$ cat config.mk
export PLATFORM = sky130hd
export DESIGN_NAME = priority_task_scheduler_core
export DESIGN_NICKNAME = d
export VERILOG_FILES = /design/src/rtl/pts_pkg.sv /design/src/rtl/priority_task_scheduler_core.sv
export SDC_FILE = /design/constraint.sdc
export NUM_CORES = 1
export LEC_CHECK = 0
export BUFFER_PORTS_ARGS = -buffer_cell sky130_fd_sc_hd__buf_2
export CAP_MARGIN = 15
export CORE_ASPECT_RATIO = 0.6
export CORE_MARGIN = 2
export CORE_UTILIZATION = 60
export DETAILED_ROUTE_END_ITERATION = 8
export PLACE_DENSITY = 0.78
export SLEW_MARGIN = 20
export SYNTH_ARGS = -nofsm -noshare
export SYNTH_HDL_FRONTEND = slang
export SYNTH_SLANG_ARGS = --single-unit
$ cat constraint.sdc
create_clock -name clk -period 9.8 [get_ports clk]
set_clock_uncertainty 0.15 [all_clocks]
set_input_delay 0.49 -clock clk [delete_from_list [all_inputs] [get_ports clk]]
set_output_delay 0.49 -clock clk [all_outputs]
set_load 0.03 [all_outputs]
$ cat src/rtl/pts_pkg.sv
`timescale 1ns / 1ps
// Shared types and constants for the priority task scheduler.
// No dependencies; used by the core and by its checker.
package pts_pkg;

    localparam int MAX_TASKS_DEF = 8;

    localparam int FUNC_W  = 4;
    localparam int ID_W    = 6;
    localparam int PRIO_W  = 8;
    localparam int TICKS_W = 32;
    localparam int ST_W    = 3;
    localparam int TOTAL_W = 7;

    localparam logic STATUS_DONE = 1'b0;
    localparam logic STATUS_REJ  = 1'b1;

    typedef enum logic [ST_W-1:0] {
        ST_UNUSED    = 3'd0,
        ST_READY     = 3'd1,
        ST_RUNNING   = 3'd2,
        ST_DELAYED   = 3'd3,
        ST_SUSPENDED = 3'd4
    } slot_st_t;

    typedef enum logic [FUNC_W-1:0] {
        FN_TICK      = 4'd0,
        FN_CREATE    = 4'd1,
        FN_DELETE    = 4'd2,
        FN_SUSPEND   = 4'd3,
        FN_RESUME    = 4'd4,
        FN_YIELD     = 4'd5,
        FN_DELAY     = 4'd6,
        FN_DISPATCH  = 4'd7,
        FN_TASK_DONE = 4'd8,
        FN_QUERY     = 4'd9
    } func_t;

    typedef struct packed {
        slot_st_t             state;
        logic [PRIO_W-1:0]    prio;
        logic [TICKS_W-1:0]   delay;
    } slot_t;

endpackage

$ cat src/rtl/priority_task_scheduler_core.sv
`timescale 1ns / 1ps
// Priority task scheduler: slot table in one synchronous RAM, command sequencer.
// Depends on pts_pkg.
//
//  channel | handshake           | payload
//  --------+---------------------+-------------------------------------------------
//  in      | in_valid / in_stall | func, task_id, priority_req, entry_present,
//          |                     | delay_ticks
//  out     | out_valid/out_stall | status, picked_valid, picked_task,
//          |                     | addressed_state, current_valid, current_id,
//          |                     | ready_total
//
// One word at a time. The slot RAM has one read and one write port; tick, create
// and dispatch sweep it slot by slot.
// Reset clears per-slot valid bits at once, so no clearing pass is needed.
// A new word is taken while the previous result still waits in the output
// register; the sequencer holds in its last state until that register frees.
module priority_task_scheduler_core #(
    parameter int MAX_TASKS = pts_pkg::MAX_TASKS_DEF
) (
    input  logic                         clk,
    input  logic                         rst_n,
    input  logic                         in_valid,
    output logic                         in_stall,
    input  logic [pts_pkg::FUNC_W-1:0]   func,
    input  logic [pts_pkg::ID_W-1:0]     task_id,
    input  logic [pts_pkg::PRIO_W-1:0]   priority_req,
    input  logic                         entry_present,
    input  logic [pts_pkg::TICKS_W-1:0]  delay_ticks,
    output logic                         out_valid,
    input  logic                         out_stall,
    output logic                         status,
    output logic                         picked_valid,
    output logic [pts_pkg::ID_W-1:0]     picked_task,
    output logic [pts_pkg::ST_W-1:0]     addressed_state,
    output logic                         current_valid,
    output logic [pts_pkg::ID_W-1:0]     current_id,
    output logic [pts_pkg::TOTAL_W-1:0]  ready_total
);

    localparam int IDX_W = (MAX_TASKS > 1) ? $clog2(MAX_TASKS) : 1;
    localparam int CNT_W = $clog2(MAX_TASKS + 1);
    localparam logic [IDX_W-1:0] LAST_IDX = IDX_W'(MAX_TASKS - 1);
    localparam logic [pts_pkg::ID_W:0] TASKS_LIM = (pts_pkg::ID_W + 1)'(MAX_TASKS);

    typedef enum logic [6:0] {
        S_IDLE  = 7'b0000001,
        S_START = 7'b0000010,
        S_SCAN  = 7'b0000100,
        S_PICK  = 7'b0001000,
        S_MOD   = 7'b0010000,
        S_FETCH = 7'b0100000,
        S_LAST  = 7'b1000000
    } fsm_t;

    fsm_t state_reg, state_next;

    logic [pts_pkg::FUNC_W-1:0]  func_reg;
    logic [pts_pkg::ID_W-1:0]    id_reg;
    logic [pts_pkg::PRIO_W-1:0]  prio_reg;
    logic                        entry_reg;
    logic [pts_pkg::TICKS_W-1:0] ticks_reg;

    logic [IDX_W-1:0] ptr_reg, ptr_next;
    logic [IDX_W-1:0] mod_idx_reg, mod_idx_next;
    logic [IDX_W-1:0] best_idx_reg, best_idx_next;
    logic [pts_pkg::PRIO_W-1:0]  best_prio_reg, best_prio_next;
    logic [pts_pkg::TICKS_W-1:0] best_delay_reg, best_delay_next;
    logic found_reg, found_next;
    logic cur_valid_reg, cur_valid_next;
    logic [IDX_W-1:0] cur_idx_reg, cur_idx_next;
    logic [CNT_W-1:0] ready_cnt_reg, ready_cnt_next;
    logic st_reg, st_next;
    logic pick_v_reg, pick_v_next;
    logic [IDX_W-1:0] pick_idx_reg, pick_idx_next;

    logic                         out_valid_reg;
    logic                         status_reg;
    logic                         picked_valid_reg;
    logic [pts_pkg::ID_W-1:0]     picked_task_reg;
    logic [pts_pkg::ST_W-1:0]     addressed_state_reg;
    logic                         current_valid_reg;
    logic [pts_pkg::ID_W-1:0]     current_id_reg;
    logic [pts_pkg::TOTAL_W-1:0]  ready_total_reg;

    pts_pkg::slot_t mem [MAX_TASKS];
    logic [MAX_TASKS-1:0] vld_reg;
    pts_pkg::slot_t rd_data_reg;
    logic rd_vld_reg;
    pts_pkg::slot_t rd_entry;

    logic [IDX_W-1:0] rd_addr;
    logic [IDX_W-1:0] wr_addr;
    logic             wr_en;
    pts_pkg::slot_t   wr_data;
    logic             old_rdy;
    logic             new_rdy;
    logic             out_load;
    logic             in_range;
    logic [IDX_W-1:0] id_idx;
    logic             accept;
    logic             scan_last;
    logic             scan_hit;

    assign in_stall = (state_reg != S_IDLE);
    assign accept   = in_valid && !in_stall;
    assign in_range = ({1'b0, id_reg} < TASKS_LIM);
    assign id_idx   = id_reg[IDX_W-1:0];
    assign rd_entry = rd_vld_reg ? rd_data_reg : '0;
    assign scan_last = (ptr_reg == LAST_IDX);
    assign scan_hit = (rd_entry.state == pts_pkg::ST_READY) &&
                      (!found_reg || (rd_entry.prio > best_prio_reg));

    // slot RAM with a registered read port
    always_ff @(posedge clk)
    begin
        if (wr_en)
        begin
            mem[wr_addr] <= wr_data;
        end
        rd_data_reg <= mem[rd_addr];
    end

    always_ff @(posedge clk or negedge rst_n)
    begin
        if (!rst_n)
        begin
            vld_reg    <= '0;
            rd_vld_reg <= 1'b0;
        end
        else
        begin
            if (wr_en)
            begin
                vld_reg[wr_addr] <= 1'b1;
            end
            rd_vld_reg <= vld_reg[rd_addr];
        end
    end

    always_ff @(posedge clk)
    begin
        if (accept)
        begin
            func_reg  <= func;
            id_reg    <= task_id;
            prio_reg  <= priority_req;
            entry_reg <= entry_present;
            ticks_reg <= delay_ticks;
        end
        mod_idx_reg    <= mod_idx_next;
        best_idx_reg   <= best_idx_next;
        best_prio_reg  <= best_prio_next;
        best_delay_reg <= best_delay_next;
    end

    always_comb
    begin
        state_next      = state_reg;
        ptr_next        = ptr_reg;
        mod_idx_next    = mod_idx_reg;
        best_idx_next   = best_idx_reg;
        best_prio_next  = best_prio_reg;
        best_delay_next = best_delay_reg;
        found_next      = found_reg;
        cur_valid_next  = cur_valid_reg;
        cur_idx_next    = cur_idx_reg;
        ready_cnt_next  = ready_cnt_reg;
        st_next         = st_reg;
        pick_v_next     = pick_v_reg;
        pick_idx_next   = pick_idx_reg;
        rd_addr         = id_idx;
        wr_en           = 1'b0;
        wr_addr         = ptr_reg;
        wr_data         = rd_entry;
        old_rdy         = 1'b0;
        new_rdy         = 1'b0;
        out_load        = 1'b0;

        unique case (state_reg)
            S_IDLE:
            begin
                if (in_valid)
                begin
                    state_next = S_START;
                end
            end
            S_START:
            begin
                st_next       = pts_pkg::STATUS_REJ;
                pick_v_next   = 1'b0;
                pick_idx_next = '0;
                ptr_next      = '0;
                found_next    = 1'b0;
                state_next    = S_FETCH;
                unique case (func_reg) inside
                    pts_pkg::FN_TICK:
                    begin
                        st_next    = pts_pkg::STATUS_DONE;
                        rd_addr    = '0;
                        state_next = S_SCAN;
                    end
                    pts_pkg::FN_CREATE:
                    begin
                        if (entry_reg)
                        begin
                            rd_addr    = '0;
                            state_next = S_SCAN;
                        end
                    end
                    pts_pkg::FN_DISPATCH:
                    begin
                        if (!cur_valid_reg)
                        begin
                            rd_addr    = '0;
                            state_next = S_SCAN;
                        end
                    end
                    pts_pkg::FN_DELETE, pts_pkg::FN_SUSPEND, pts_pkg::FN_RESUME:
                    begin
                        if (in_range)
                        begin
                            rd_addr      = id_idx;
                            mod_idx_next = id_idx;
                            state_next   = S_MOD;
                        end
                    end
                    pts_pkg::FN_YIELD, pts_pkg::FN_TASK_DONE:
                    begin
                        if (cur_valid_reg)
                        begin
                            rd_addr      = cur_idx_reg;
                            mod_idx_next = cur_idx_reg;
                            state_next   = S_MOD;
                        end
                    end
                    pts_pkg::FN_DELAY:
                    begin
                        if (cur_valid_reg && (ticks_reg != '0))
                        begin
                            rd_addr      = cur_idx_reg;
                            mod_idx_next = cur_idx_reg;
                            state_next   = S_MOD;
                        end
                    end
                    pts_pkg::FN_QUERY:
                    begin
                        if (in_range)
                        begin
                            st_next = pts_pkg::STATUS_DONE;
                        end
                    end
                    default:
                    begin
                    end
                endcase
            end
            S_SCAN:
            begin
                rd_addr  = ptr_reg + IDX_W'(1);
                ptr_next = ptr_reg + IDX_W'(1);
                wr_addr  = ptr_reg;
                unique case (func_reg) inside
                    pts_pkg::FN_TICK:
                    begin
                        if ((rd_entry.state == pts_pkg::ST_DELAYED) && (rd_entry.delay != '0))
                        begin
                            wr_en         = 1'b1;
                            wr_data.delay = rd_entry.delay - pts_pkg::TICKS_W'(1);
                            if (rd_entry.delay == pts_pkg::TICKS_W'(1))
                            begin
                                wr_data.state = pts_pkg::ST_READY;
                                new_rdy       = 1'b1;
                            end
                        end
                        if (scan_last)
                        begin
                            state_next = S_FETCH;
                        end
                    end
                    pts_pkg::FN_CREATE:
                    begin
                        if (rd_entry.state == pts_pkg::ST_UNUSED)
                        begin
                            wr_en         = 1'b1;
                            wr_data.state = pts_pkg::ST_READY;
                            wr_data.prio  = prio_reg;
                            wr_data.delay = '0;
                            new_rdy       = 1'b1;
                            st_next       = pts_pkg::STATUS_DONE;
                            pick_v_next   = 1'b1;
                            pick_idx_next = ptr_reg;
                            state_next    = S_FETCH;
                        end
                        else if (scan_last)
                        begin
                            state_next = S_FETCH;
                        end
                    end
                    pts_pkg::FN_DISPATCH:
                    begin
                        if (scan_hit)
                        begin
                            found_next      = 1'b1;
                            best_idx_next   = ptr_reg;
                            best_prio_next  = rd_entry.prio;
                            best_delay_next = rd_entry.delay;
                        end
                        if (scan_last)
                        begin
                            state_next = (found_reg || scan_hit) ? S_PICK : S_FETCH;
                        end
                    end
                    default:
                    begin
                        state_next = S_FETCH;
                    end
                endcase
            end
            S_PICK:
            begin
                wr_en          = 1'b1;
                wr_addr        = best_idx_reg;
                wr_data.state  = pts_pkg::ST_RUNNING;
                wr_data.prio   = best_prio_reg;
                wr_data.delay  = best_delay_reg;
                old_rdy        = 1'b1;
                cur_valid_next = 1'b1;
                cur_idx_next   = best_idx_reg;
                st_next        = pts_pkg::STATUS_DONE;
                pick_v_next    = 1'b1;
                pick_idx_next  = best_idx_reg;
                state_next     = S_FETCH;
            end
            S_MOD:
            begin
                wr_addr    = mod_idx_reg;
                old_rdy    = (rd_entry.state == pts_pkg::ST_READY);
                state_next = S_FETCH;
                unique case (func_reg) inside
                    pts_pkg::FN_DELETE:
                    begin
                        wr_en   = 1'b1;
                        wr_data = '0;
                        st_next = pts_pkg::STATUS_DONE;
                        if (cur_valid_reg && (cur_idx_reg == mod_idx_reg))
                        begin
                            cur_valid_next = 1'b0;
                            cur_idx_next   = '0;
                        end
                    end
                    pts_pkg::FN_SUSPEND:
                    begin
                        if (rd_entry.state != pts_pkg::ST_UNUSED)
                        begin
                            wr_en         = 1'b1;
                            wr_data.state = pts_pkg::ST_SUSPENDED;
                            wr_data.delay = '0;
                            st_next       = pts_pkg::STATUS_DONE;
                            if (cur_valid_reg && (cur_idx_reg == mod_idx_reg))
                            begin
                                cur_valid_next = 1'b0;
                                cur_idx_next   = '0;
                            end
                        end
                    end
                    pts_pkg::FN_RESUME:
                    begin
                        if (rd_entry.state == pts_pkg::ST_SUSPENDED)
                        begin
                            wr_en         = 1'b1;
                            wr_data.state = pts_pkg::ST_READY;
                            new_rdy       = 1'b1;
                            st_next       = pts_pkg::STATUS_DONE;
                        end
                    end
                    pts_pkg::FN_YIELD:
                    begin
                        if (rd_entry.state == pts_pkg::ST_RUNNING)
                        begin
                            wr_en          = 1'b1;
                            wr_data.state  = pts_pkg::ST_READY;
                            new_rdy        = 1'b1;
                            st_next        = pts_pkg::STATUS_DONE;
                            cur_valid_next = 1'b0;
                            cur_idx_next   = '0;
                        end
                    end
                    pts_pkg::FN_DELAY:
                    begin
                        wr_en          = 1'b1;
                        wr_data.state  = pts_pkg::ST_DELAYED;
                        wr_data.delay  = ticks_reg;
                        st_next        = pts_pkg::STATUS_DONE;
                        cur_valid_next = 1'b0;
                        cur_idx_next   = '0;
                    end
                    pts_pkg::FN_TASK_DONE:
                    begin
                        if (rd_entry.state == pts_pkg::ST_RUNNING)
                        begin
                            wr_en         = 1'b1;
                            wr_data.state = pts_pkg::ST_READY;
                            new_rdy       = 1'b1;
                        end
                        st_next        = pts_pkg::STATUS_DONE;
                        cur_valid_next = 1'b0;
                        cur_idx_next   = '0;
                    end
                    default:
                    begin
                    end
                endcase
            end
            S_FETCH:
            begin
                rd_addr    = id_idx;
                state_next = S_LAST;
            end
            S_LAST:
            begin
                rd_addr = id_idx;
                if (!out_valid_reg || !out_stall)
                begin
                    out_load   = 1'b1;
                    state_next = S_IDLE;
                end
            end
            default:
            begin
                state_next = S_IDLE;
            end
        endcase

        if (wr_en)
        begin
            ready_cnt_next = ready_cnt_reg + CNT_W'(new_rdy) - CNT_W'(old_rdy);
        end
    end

    always_ff @(posedge clk or negedge rst_n)
    begin
        if (!rst_n)
        begin
            state_reg     <= S_IDLE;
            ptr_reg       <= '0;
            found_reg     <= 1'b0;
            cur_valid_reg <= 1'b0;
            cur_idx_reg   <= '0;
            ready_cnt_reg <= '0;
            st_reg        <= pts_pkg::STATUS_REJ;
            pick_v_reg    <= 1'b0;
            pick_idx_reg  <= '0;
            out_valid_reg <= 1'b0;
        end
        else
        begin
            state_reg     <= state_next;
            ptr_reg       <= ptr_next;
            found_reg     <= found_next;
            cur_valid_reg <= cur_valid_next;
            cur_idx_reg   <= cur_idx_next;
            ready_cnt_reg <= ready_cnt_next;
            st_reg        <= st_next;
            pick_v_reg    <= pick_v_next;
            pick_idx_reg  <= pick_idx_next;
            if (out_load)
            begin
                out_valid_reg <= 1'b1;
            end
            else if (!out_stall)
            begin
                out_valid_reg <= 1'b0;
            end
        end
    end

    always_ff @(posedge clk)
    begin
        if (out_load)
        begin
            status_reg          <= st_reg;
            picked_valid_reg    <= pick_v_reg;
            picked_task_reg     <= pts_pkg::ID_W'(pick_idx_reg);
            addressed_state_reg <= in_range ? rd_entry.state : pts_pkg::ST_UNUSED;
            current_valid_reg   <= cur_valid_reg;
            current_id_reg      <= pts_pkg::ID_W'(cur_idx_reg);
            ready_total_reg     <= pts_pkg::TOTAL_W'(ready_cnt_reg);
        end
    end

    assign out_valid       = out_valid_reg;
    assign status          = status_reg;
    assign picked_valid    = picked_valid_reg;
    assign picked_task     = picked_task_reg;
    assign addressed_state = addressed_state_reg;
    assign current_valid   = current_valid_reg;
    assign current_id      = current_id_reg;
    assign ready_total     = ready_total_reg;

endmodule

==> impl_metrics.json, run 1 <==
{
  "timing.final.crit_share_pct": 52.0,
  "vias": 16400,
  "synth_compound_area_share_pct": 20.3,
  "core_um2": 37900,
  "p_comb_share_pct": 26.1,
  "maxSlewHeadroom_pct": 20.2,
  "p_int_mw": 4.47,
  "final_cell_mix": "edfxtp_1, o21a_1, a2111oi_0",
  "setup_violations": 0,
  "io_pins": 82,
  "yosysUniqueCellTypes": 85,
  "hold_path_depth": 0,
  "portBuffers": 72,
  "holdPathEnd": "picked_task[1]$_DFFE_PP_",
  "fin_nets": 1838,
  "die_area_um2": 40400,
  "largest_reg_flops": 344,
  "grt_pass1_vias": 15700,
  "p_sw_mw": 2.30,
  "fin_crit_ps": 5090,
  "place.gp.congestion": 0.969,
  "async_flop_share_pct": 6.37,
  "avgSynthCellArea_um2": 13.7,
  "synth-seq-cells": 534,
  "cpMaxStageDelayCell": "edfxtp_1",
  "yosys.area_share.simple_pct": 8.16,
  "switching_share_pct": 34.0,
  "r2r_slack_ps": 4710,
  "place_ws_ps": 5020,
  "gr-total-overflow": 0,
  "finalMaxSlewViolations": 0,
  "postRouteAntennaNets": 0,
  "required_ps": 10040,
  "yosys.area_share.adder_pct": 1.00,
  "antenna_found_initial": 2,
  "cap_viol_max_count": 0,
  "synth_area_um2": 23300,
  "clk_latency_ps": 570,
  "path_cells": "inv_1, nand3_1, or3_1, o2111ai_4, buf_4, nor2_4, buf_12, a2111oi_0, nor4_1",
  "synthCells": 1693,
  "clkTransAtPathRegs_ps": 70,
  "drtPass1Iterations": 6,
  "cts_resized": 0,
  "drive_above_1_share_pct": 13.9,
  "hp-start": "pick_idx_reg[1]$_DFFE_PN0P_",
  "synth_top_family_by_area": "compound AO/OA/AOI/OAI gates",
  "synthXorXnorAreaFrac_pct": 0.339,
  "rsz0062_at_grt": "no",
  "fmax_mhz": 196,
  "ys_seq_area_share_pct": 66.4,
  "critPathKind": "reg -> reg",
  "drt-vias-per-instance": 7.08,
  "cts_hold_repair.buffers": 54,
  "final_common_cell": "edfxtp_1",
  "cts_tree": "built",
  "dpl.hpwl_mm": 36.4,
  "setup_tns_ps": 0,
  "critical_path.max_fanout": 144,
  "yosys_warnings": 0,
  "arrival_ps": 5340,
  "cts_root_buf": "clkbuf_16",
  "post_drt_wl_per_cell_um": 27.0,
  "syn_to_final_growth_pct": 12.3,
  "grt_pass1_wl_mm": 95.2,
  "wirelength_mm": 62.6,
  "worst-slew-pin-transition_ps": 1190,
  "p_per_area_nw_per_um2": 259,
  "worst_setup_path_end_kind": "register",
  "die_w_um": 258,
  "ctsHtreeMaxLevel": 2,
  "die_h_um": 156,
  "grt_max_degree": 145,
  "r2r-start": "func_reg[0]$_DFFE_PP_",
  "p_leak_nw": 8.55,
  "startpoint": "func_reg[0]$_DFFE_PP_",
  "cp_slowest_stage_delay_ps": 950,
  "cts_sinks": 534,
  "start_util_pct": 61.3,
  "hp-class": "reg -> reg",
  "cts_inserted_buffers": 46,
  "status": "finished, final reports clean",
  "r2r_end": "rd_data_reg[22]$_DFF_P_",
  "track_usage_pct": 30.9,
  "drtIter0Drc": 2646,
  "start_kind": "register",
  "p_seq_share_pct": 45.9,
  "cts_buffer_depth": 3,
  "hold_viol_final": 0,
  "ir_drop_mv": 0.164,
  "timing.final.ws_setup_ps": 4710,
  "postCtsSetupRepairBufs": 0,
  "remaining_drc_errors": 0,
  "synth_edf_count": 457,
  "rr_worst_depth": 9,
  "fin_util_pct": 68.9,
  "power.share.clock_pct": 28.0,
  "num_rows": 55,
  "ys.flop_type": "edfxtp_1",
  "antennaDiodeCount": 0,
  "synthMuxAreaShare_pct": 0.323
}
synthesized netlist by cell type (all sizes together) (17+ instances only):
master,instances,share of area (%)
nand2,62,1.0
nor3,22,0.52
nor2,67,1.1
nand3,26,0.56
a21oi,40,0.89
a2111oi,176,7.2
o21a,181,5.8
nor4,60,1.6
o21ai,61,1.3
inv,35,0.56
edfxtp,457,59
buf,49,1.3
ha,17,0.91
a22oi,26,0.84
clkbuf,101,1.6
dfxtp,43,3.7
and2,33,0.89
dfrtp,32,3.4
per-layer routing:
metal | GRT usage [%] | routed length (µm) | vias to the layer above
li1 | - | - | 7023
met1 | 47.2 | 26600 | 8118
met2 | 44.6 | 26900 | 1110
met3 | 7.50 | 7700 | 133
met4 | 7.84 | 1430 | 2
met5 | 0 | 10 | -
worst max-delay path by stage:
| stage | end | cells after the start |
|---|---|---|
| floorplan | best_delay_reg[0]$_DFFE_PP_ | 13 |
| global placement | rd_data_reg[22]$_DFF_P_ | 9 |
| detailed placement | rd_data_reg[22]$_DFF_P_ | 9 |
| CTS | rd_data_reg[22]$_DFF_P_ | 9 |
| global route | rd_data_reg[22]$_DFF_P_ | 9 |
| finish | rd_data_reg[22]$_DFF_P_ | 9 |
cells by family after synthesis:
logic type | Yosys count
buffers and inverters | 185
AO/OA/AOI/OAI | 590
AND/OR/NAND/NOR | 349
XOR/XNOR | 9
adder cells (fa/ha/maj) | 18
other | 1
multiplexers | 7
flip-flops | 534
final cells by class:
class / count / area [µm²]
Clock buffer: 57 / 1220
Clock inverter: 28 / 314
Fill cell: 2528 / 11800
Inverter: 35 / 131
Multi-Input combinational cell: 982 / 7160
Sequential cell: 534 / 15400
Tap cell: 513 / 642
Timing Repair Buffer: 166 / 1210
power groups by stage:
stage | registers, mW | clock network (mW) | logic (mW)
CTS | 3.09 | 1.90 | 1.70
global placement | 3.13 | 0 | 1.62
finish | 3.11 | 1.89 | 1.77
detailed placement | 3.13 | 0 | 1.68
global route | 3.12 | 1.99 | 1.89
floorplan | 3.03 | 0 | 1.20
worst max-delay path, delay by kind of cell (launching register included):
kind / cells / cell delay, ps
buffers and inverters: 3 / 1190
AND/OR/NAND/NOR: 4 / 2040
AO/OA/AOI/OAI: 2 / 430
flip-flops: 1 / 950
stage by stage:
step / area (µm²) / hold WS [ps] / total power, mW / std cells
detailed placement: 24000 / 297 / 4.81 / 2175
global placement: 24000 / 294 / 4.75 / 2175
CTS: 26100 / 311 / 6.70 / 2314
floorplan: 23300 / 44.4 / 4.23 / 1701
global route: 26100 / 328 / 6.99 / 2315
finish: 26100 / 315 / 6.77 / 2315
Note: power is estimated with default switching activity, not from simulation.
==> run 2: changes to the inputs <==
- ABC_AREA: not set -> 1
- CORE_UTILIZATION: 60 -> 56
- PLACE_DENSITY: 0.78 -> 0.76
- clock period: 9.8 -> 4.46 ns (I/O delays scaled with it)
==> run 2 against run 1 <==
Global-route usage decreased by 0.13 points. Critical endpoint is now mem[7][38]$_DFFE_PP_. Sequential cell count unchanged. Core utilization decreased by 4.3 points. Largest power group unchanged.
==> impl_metrics.json, run 2 <==
{
  "rr_worst_depth": 8,
  "track_usage_pct": 30.8,
  "grt_pass1_wl_mm": 110,
  "maxSlewHeadroom_pct": 26.6,
  "synth_top_area_share_pct": 54.4,
  "yosys.area_share.simple_pct": 22.3,
  "drtIter0Drc": 2649,
  "path_delay_family": "simple AND/OR/NAND/NOR gates",
  "status": "finished, final reports clean",
  "synth-seq-cells": 534,
  "die_w_um": 278,
  "arrival_ps": 4260,
  "antennaDiodeCount": 0,
  "path_cells": "inv_1, nand2_1, nor4_4, inv_1, buf_4, nor2_1, nor3_2, o21ai_0",
  "placed_cell_area_um2": 26500,
  "setup_tns_ps": 0,
  "postCtsSetupRepairBufs": 0,
  "avgSynthCellArea_um2": 9.33,
  "drive_above_1_share_pct": 9.98,
  "cts_tree": "built",
  "hold_viol_final": 0,
  "crit_path_frequent_cell": "inv_1",
  "synth_most_common_cell": "nand2_1",
  "worst-slew-pin-transition_ps": 1100,
  "portBuffers": 72,
  "start_util_pct": 56.6,
  "critPathBufInv": 3,
  "core_um2": 44600,
  "async_flop_share_pct": 6.37,
  "whs_ps": 130,
  "final_cell_mix": "nand2_1, inv_1, edfxtp_1",
  "drtPass1Iterations": 7,
  "grt_max_degree": 153,
  "synth_edf_count": 457,
  "syn_to_final_growth_pct": 14.2,
  "yosysUniqueCellTypes": 50,
  "start_kind": "register",
  "cap_viol_max_count": 0,
  "synth_common_cells": "nand2_1, inv_1, edfxtp_1",
  "fin_area_um2": 28800,
  "fin_nets": 2909,
  "synth_top_family_by_area": "simple AND/OR/NAND/NOR gates",
  "required_ps": 4560,
  "cts_inserted_buffers": 48,
  "largest_reg_flops": 344,
  "p_per_area_nw_per_um2": 579,
  "fin_util_pct": 64.6,
  "drt-vias-per-instance": 5.70,
  "fmax_mhz": 241,
  "vias": 19700,
  "netlist_top_cells_area": "edfxtp_1, nand2_1, nand3_1, inv_1, dfxtp_1",
  "final_common_cell": "nand2_1",
  "hp-class": "in -> async",
  "setup_violations": 0,
  "yosys.area_share.adder_pct": 0.923,
  "finalPower_mw": 16.7,
  "p_leak_nw": 13.0,
  "io_pins": 82,
  "postRouteAntennaNets": 0,
  "cpMaxStageDelayCell": "o21ai_0",
  "ctsHtreeMaxLevel": 2,
  "cp_slowest_stage_delay_ps": 850,
  "ys_seq_area_share_pct": 61.2,
  "clk_latency_ps": 590,
  "post_drt_wl_per_cell_um": 20.8,
  "timing.final.crit_share_pct": 93.2,
  "r2r-start": "state_reg[1]$_DFFE_PN0P_",
  "cts_buffer_depth": 3,
  "num_rows": 60,
  "grt_pass1_vias": 18800,
  "clkTransAtPathRegs_ps": 70,
  "die_h_um": 168,
  "finalMaxSlewViolations": 0,
  "critPathKind": "reg -> reg",
  "cts_hold_repair.buffers": 54,
  "ir_drop_mv": 0.378,
  "synth_area_um2": 25200,
  "synthCells": 2703,
  "cts_sinks": 534,
  "wirelength_mm": 72.1,
  "synthXorXnorAreaFrac_pct": 0.625,
  "place.gp.congestion": 1.02,
  "yosys_warnings": 0,
  "cts_resized": 0,
  "r2r_slack_ps": 300,
  "gr-total-overflow": 0,
  "ys.flop_type": "edfxtp_1",
  "r2r_end": "mem[7][38]$_DFFE_PP_",
  "dpl.hpwl_mm": 45.8,
  "worst_setup_path_end_kind": "register",
  "synthMuxAreaShare_pct": 0.134,
  "fin_crit_ps": 4160,
  "critical_path.max_fanout": 13,
  "synth_compound_area_share_pct": 4.92,
  "rsz0062_at_grt": "no",
  "remaining_drc_errors": 0,
  "cts_root_buf": "clkbuf_16",
  "yosysTopAreaCell": "edfxtp_1",
  "antenna_found_initial": 1,
  "die_area_um2": 46800
}
==> run 2: cell count changes in the layout (fill, tap and decap cells not counted), sizes merged, moves of 23 or more <==
| cell | delta |
|---|---|
| a2111oi | -176 |
| a22oi | -23 |
| and2 | -32 |
| buf | +33 |
| inv | +454 |
| nand2 | +642 |
| nand3 | +392 |
| nor2 | +55 |
| nor4 | -54 |
| o21a | -181 |
| o21ai | +34 |
==> run 2: cell families (layout without fill, tap and decap cells) <==
kind of cell	Yosys count	count (layout)
compound gates	208	208
xor+xnor	18	18
fa+ha+maj	18	18
buf+inv	619	784
flops	534	534
mux	3	3
other cells	1	9
simple gates	1302	1302
==> run 2: metal layers <==
metal | part of all wire (%) | vias to the layer above | track usage (%)
met4 | 3.3 | 2 | 9.26
met3 | 12 | 171 | 8.30
li1 | - | 9115 | -
met5 | 0.011 | - | 0
met2 | 42 | 1103 | 44.9
met1 | 42 | 9358 | 45.1
==> run 2: worst reg2reg max path, cell delays in order, from the launching register on <==
cell and delay, ps:
dfrtp_1 380, inv_1 140, nand2_1 130, nor4_4 620, inv_1 360, buf_4 310, nor2_1 640, nor3_2 250
o21ai_0 850
==> run 2: layout make-up <==
cell class	count	area, µm²
fill	3542	15800
clock buffer	63	1340
clock inverter	27	377
multi-input combinational	1558	7450
sequential	534	15400
inverter	496	1860
tap	589	737
timing repair buffer	198	1610
==> run 2: per-stage QoR <==
| stage | instances | setup slack [ps] |
|---|---|---|
| finish | 3465 | 303 |
| global route | 3465 | 140 |
| CTS | 3463 | 461 |
| detailed placement | 3319 | 476 |
| global placement | 3319 | 567 |
| floorplan | 2711 | 237 |
==> run 2: where the power goes <==
part           switching [mW]  leakage, nW  internal [mW]  total (mW)
logic                    4.17         7.16           1.58        5.75
registers               0.283         5.04           6.13        6.42
clock network            1.92        0.845           2.60        4.52
==> run 2: worst max-delay path by stage <==
stage	slack, ps	to	depth (start not counted)	from
6_report	300	mem[7][38]$_DFFE_PP_	8	state_reg[1]$_DFFE_PN0P_
5_1_grt	140	mem[3][38]$_DFFE_PP_	8	state_reg[1]$_DFFE_PN0P_
4_1_cts	460	mem[3][38]$_DFFE_PP_	8	state_reg[1]$_DFFE_PN0P_
3_5_place_dp	480	mem[7][38]$_DFFE_PP_	8	state_reg[1]$_DFFE_PN0P_
3_3_place_gp	570	mem[7][13]$_DFFE_PP_	8	state_reg[1]$_DFFE_PN0P_
2_1_floorplan	240	mem[0][0]$_DFFE_PP_	14	rd_vld_reg$_DFF_PN0_
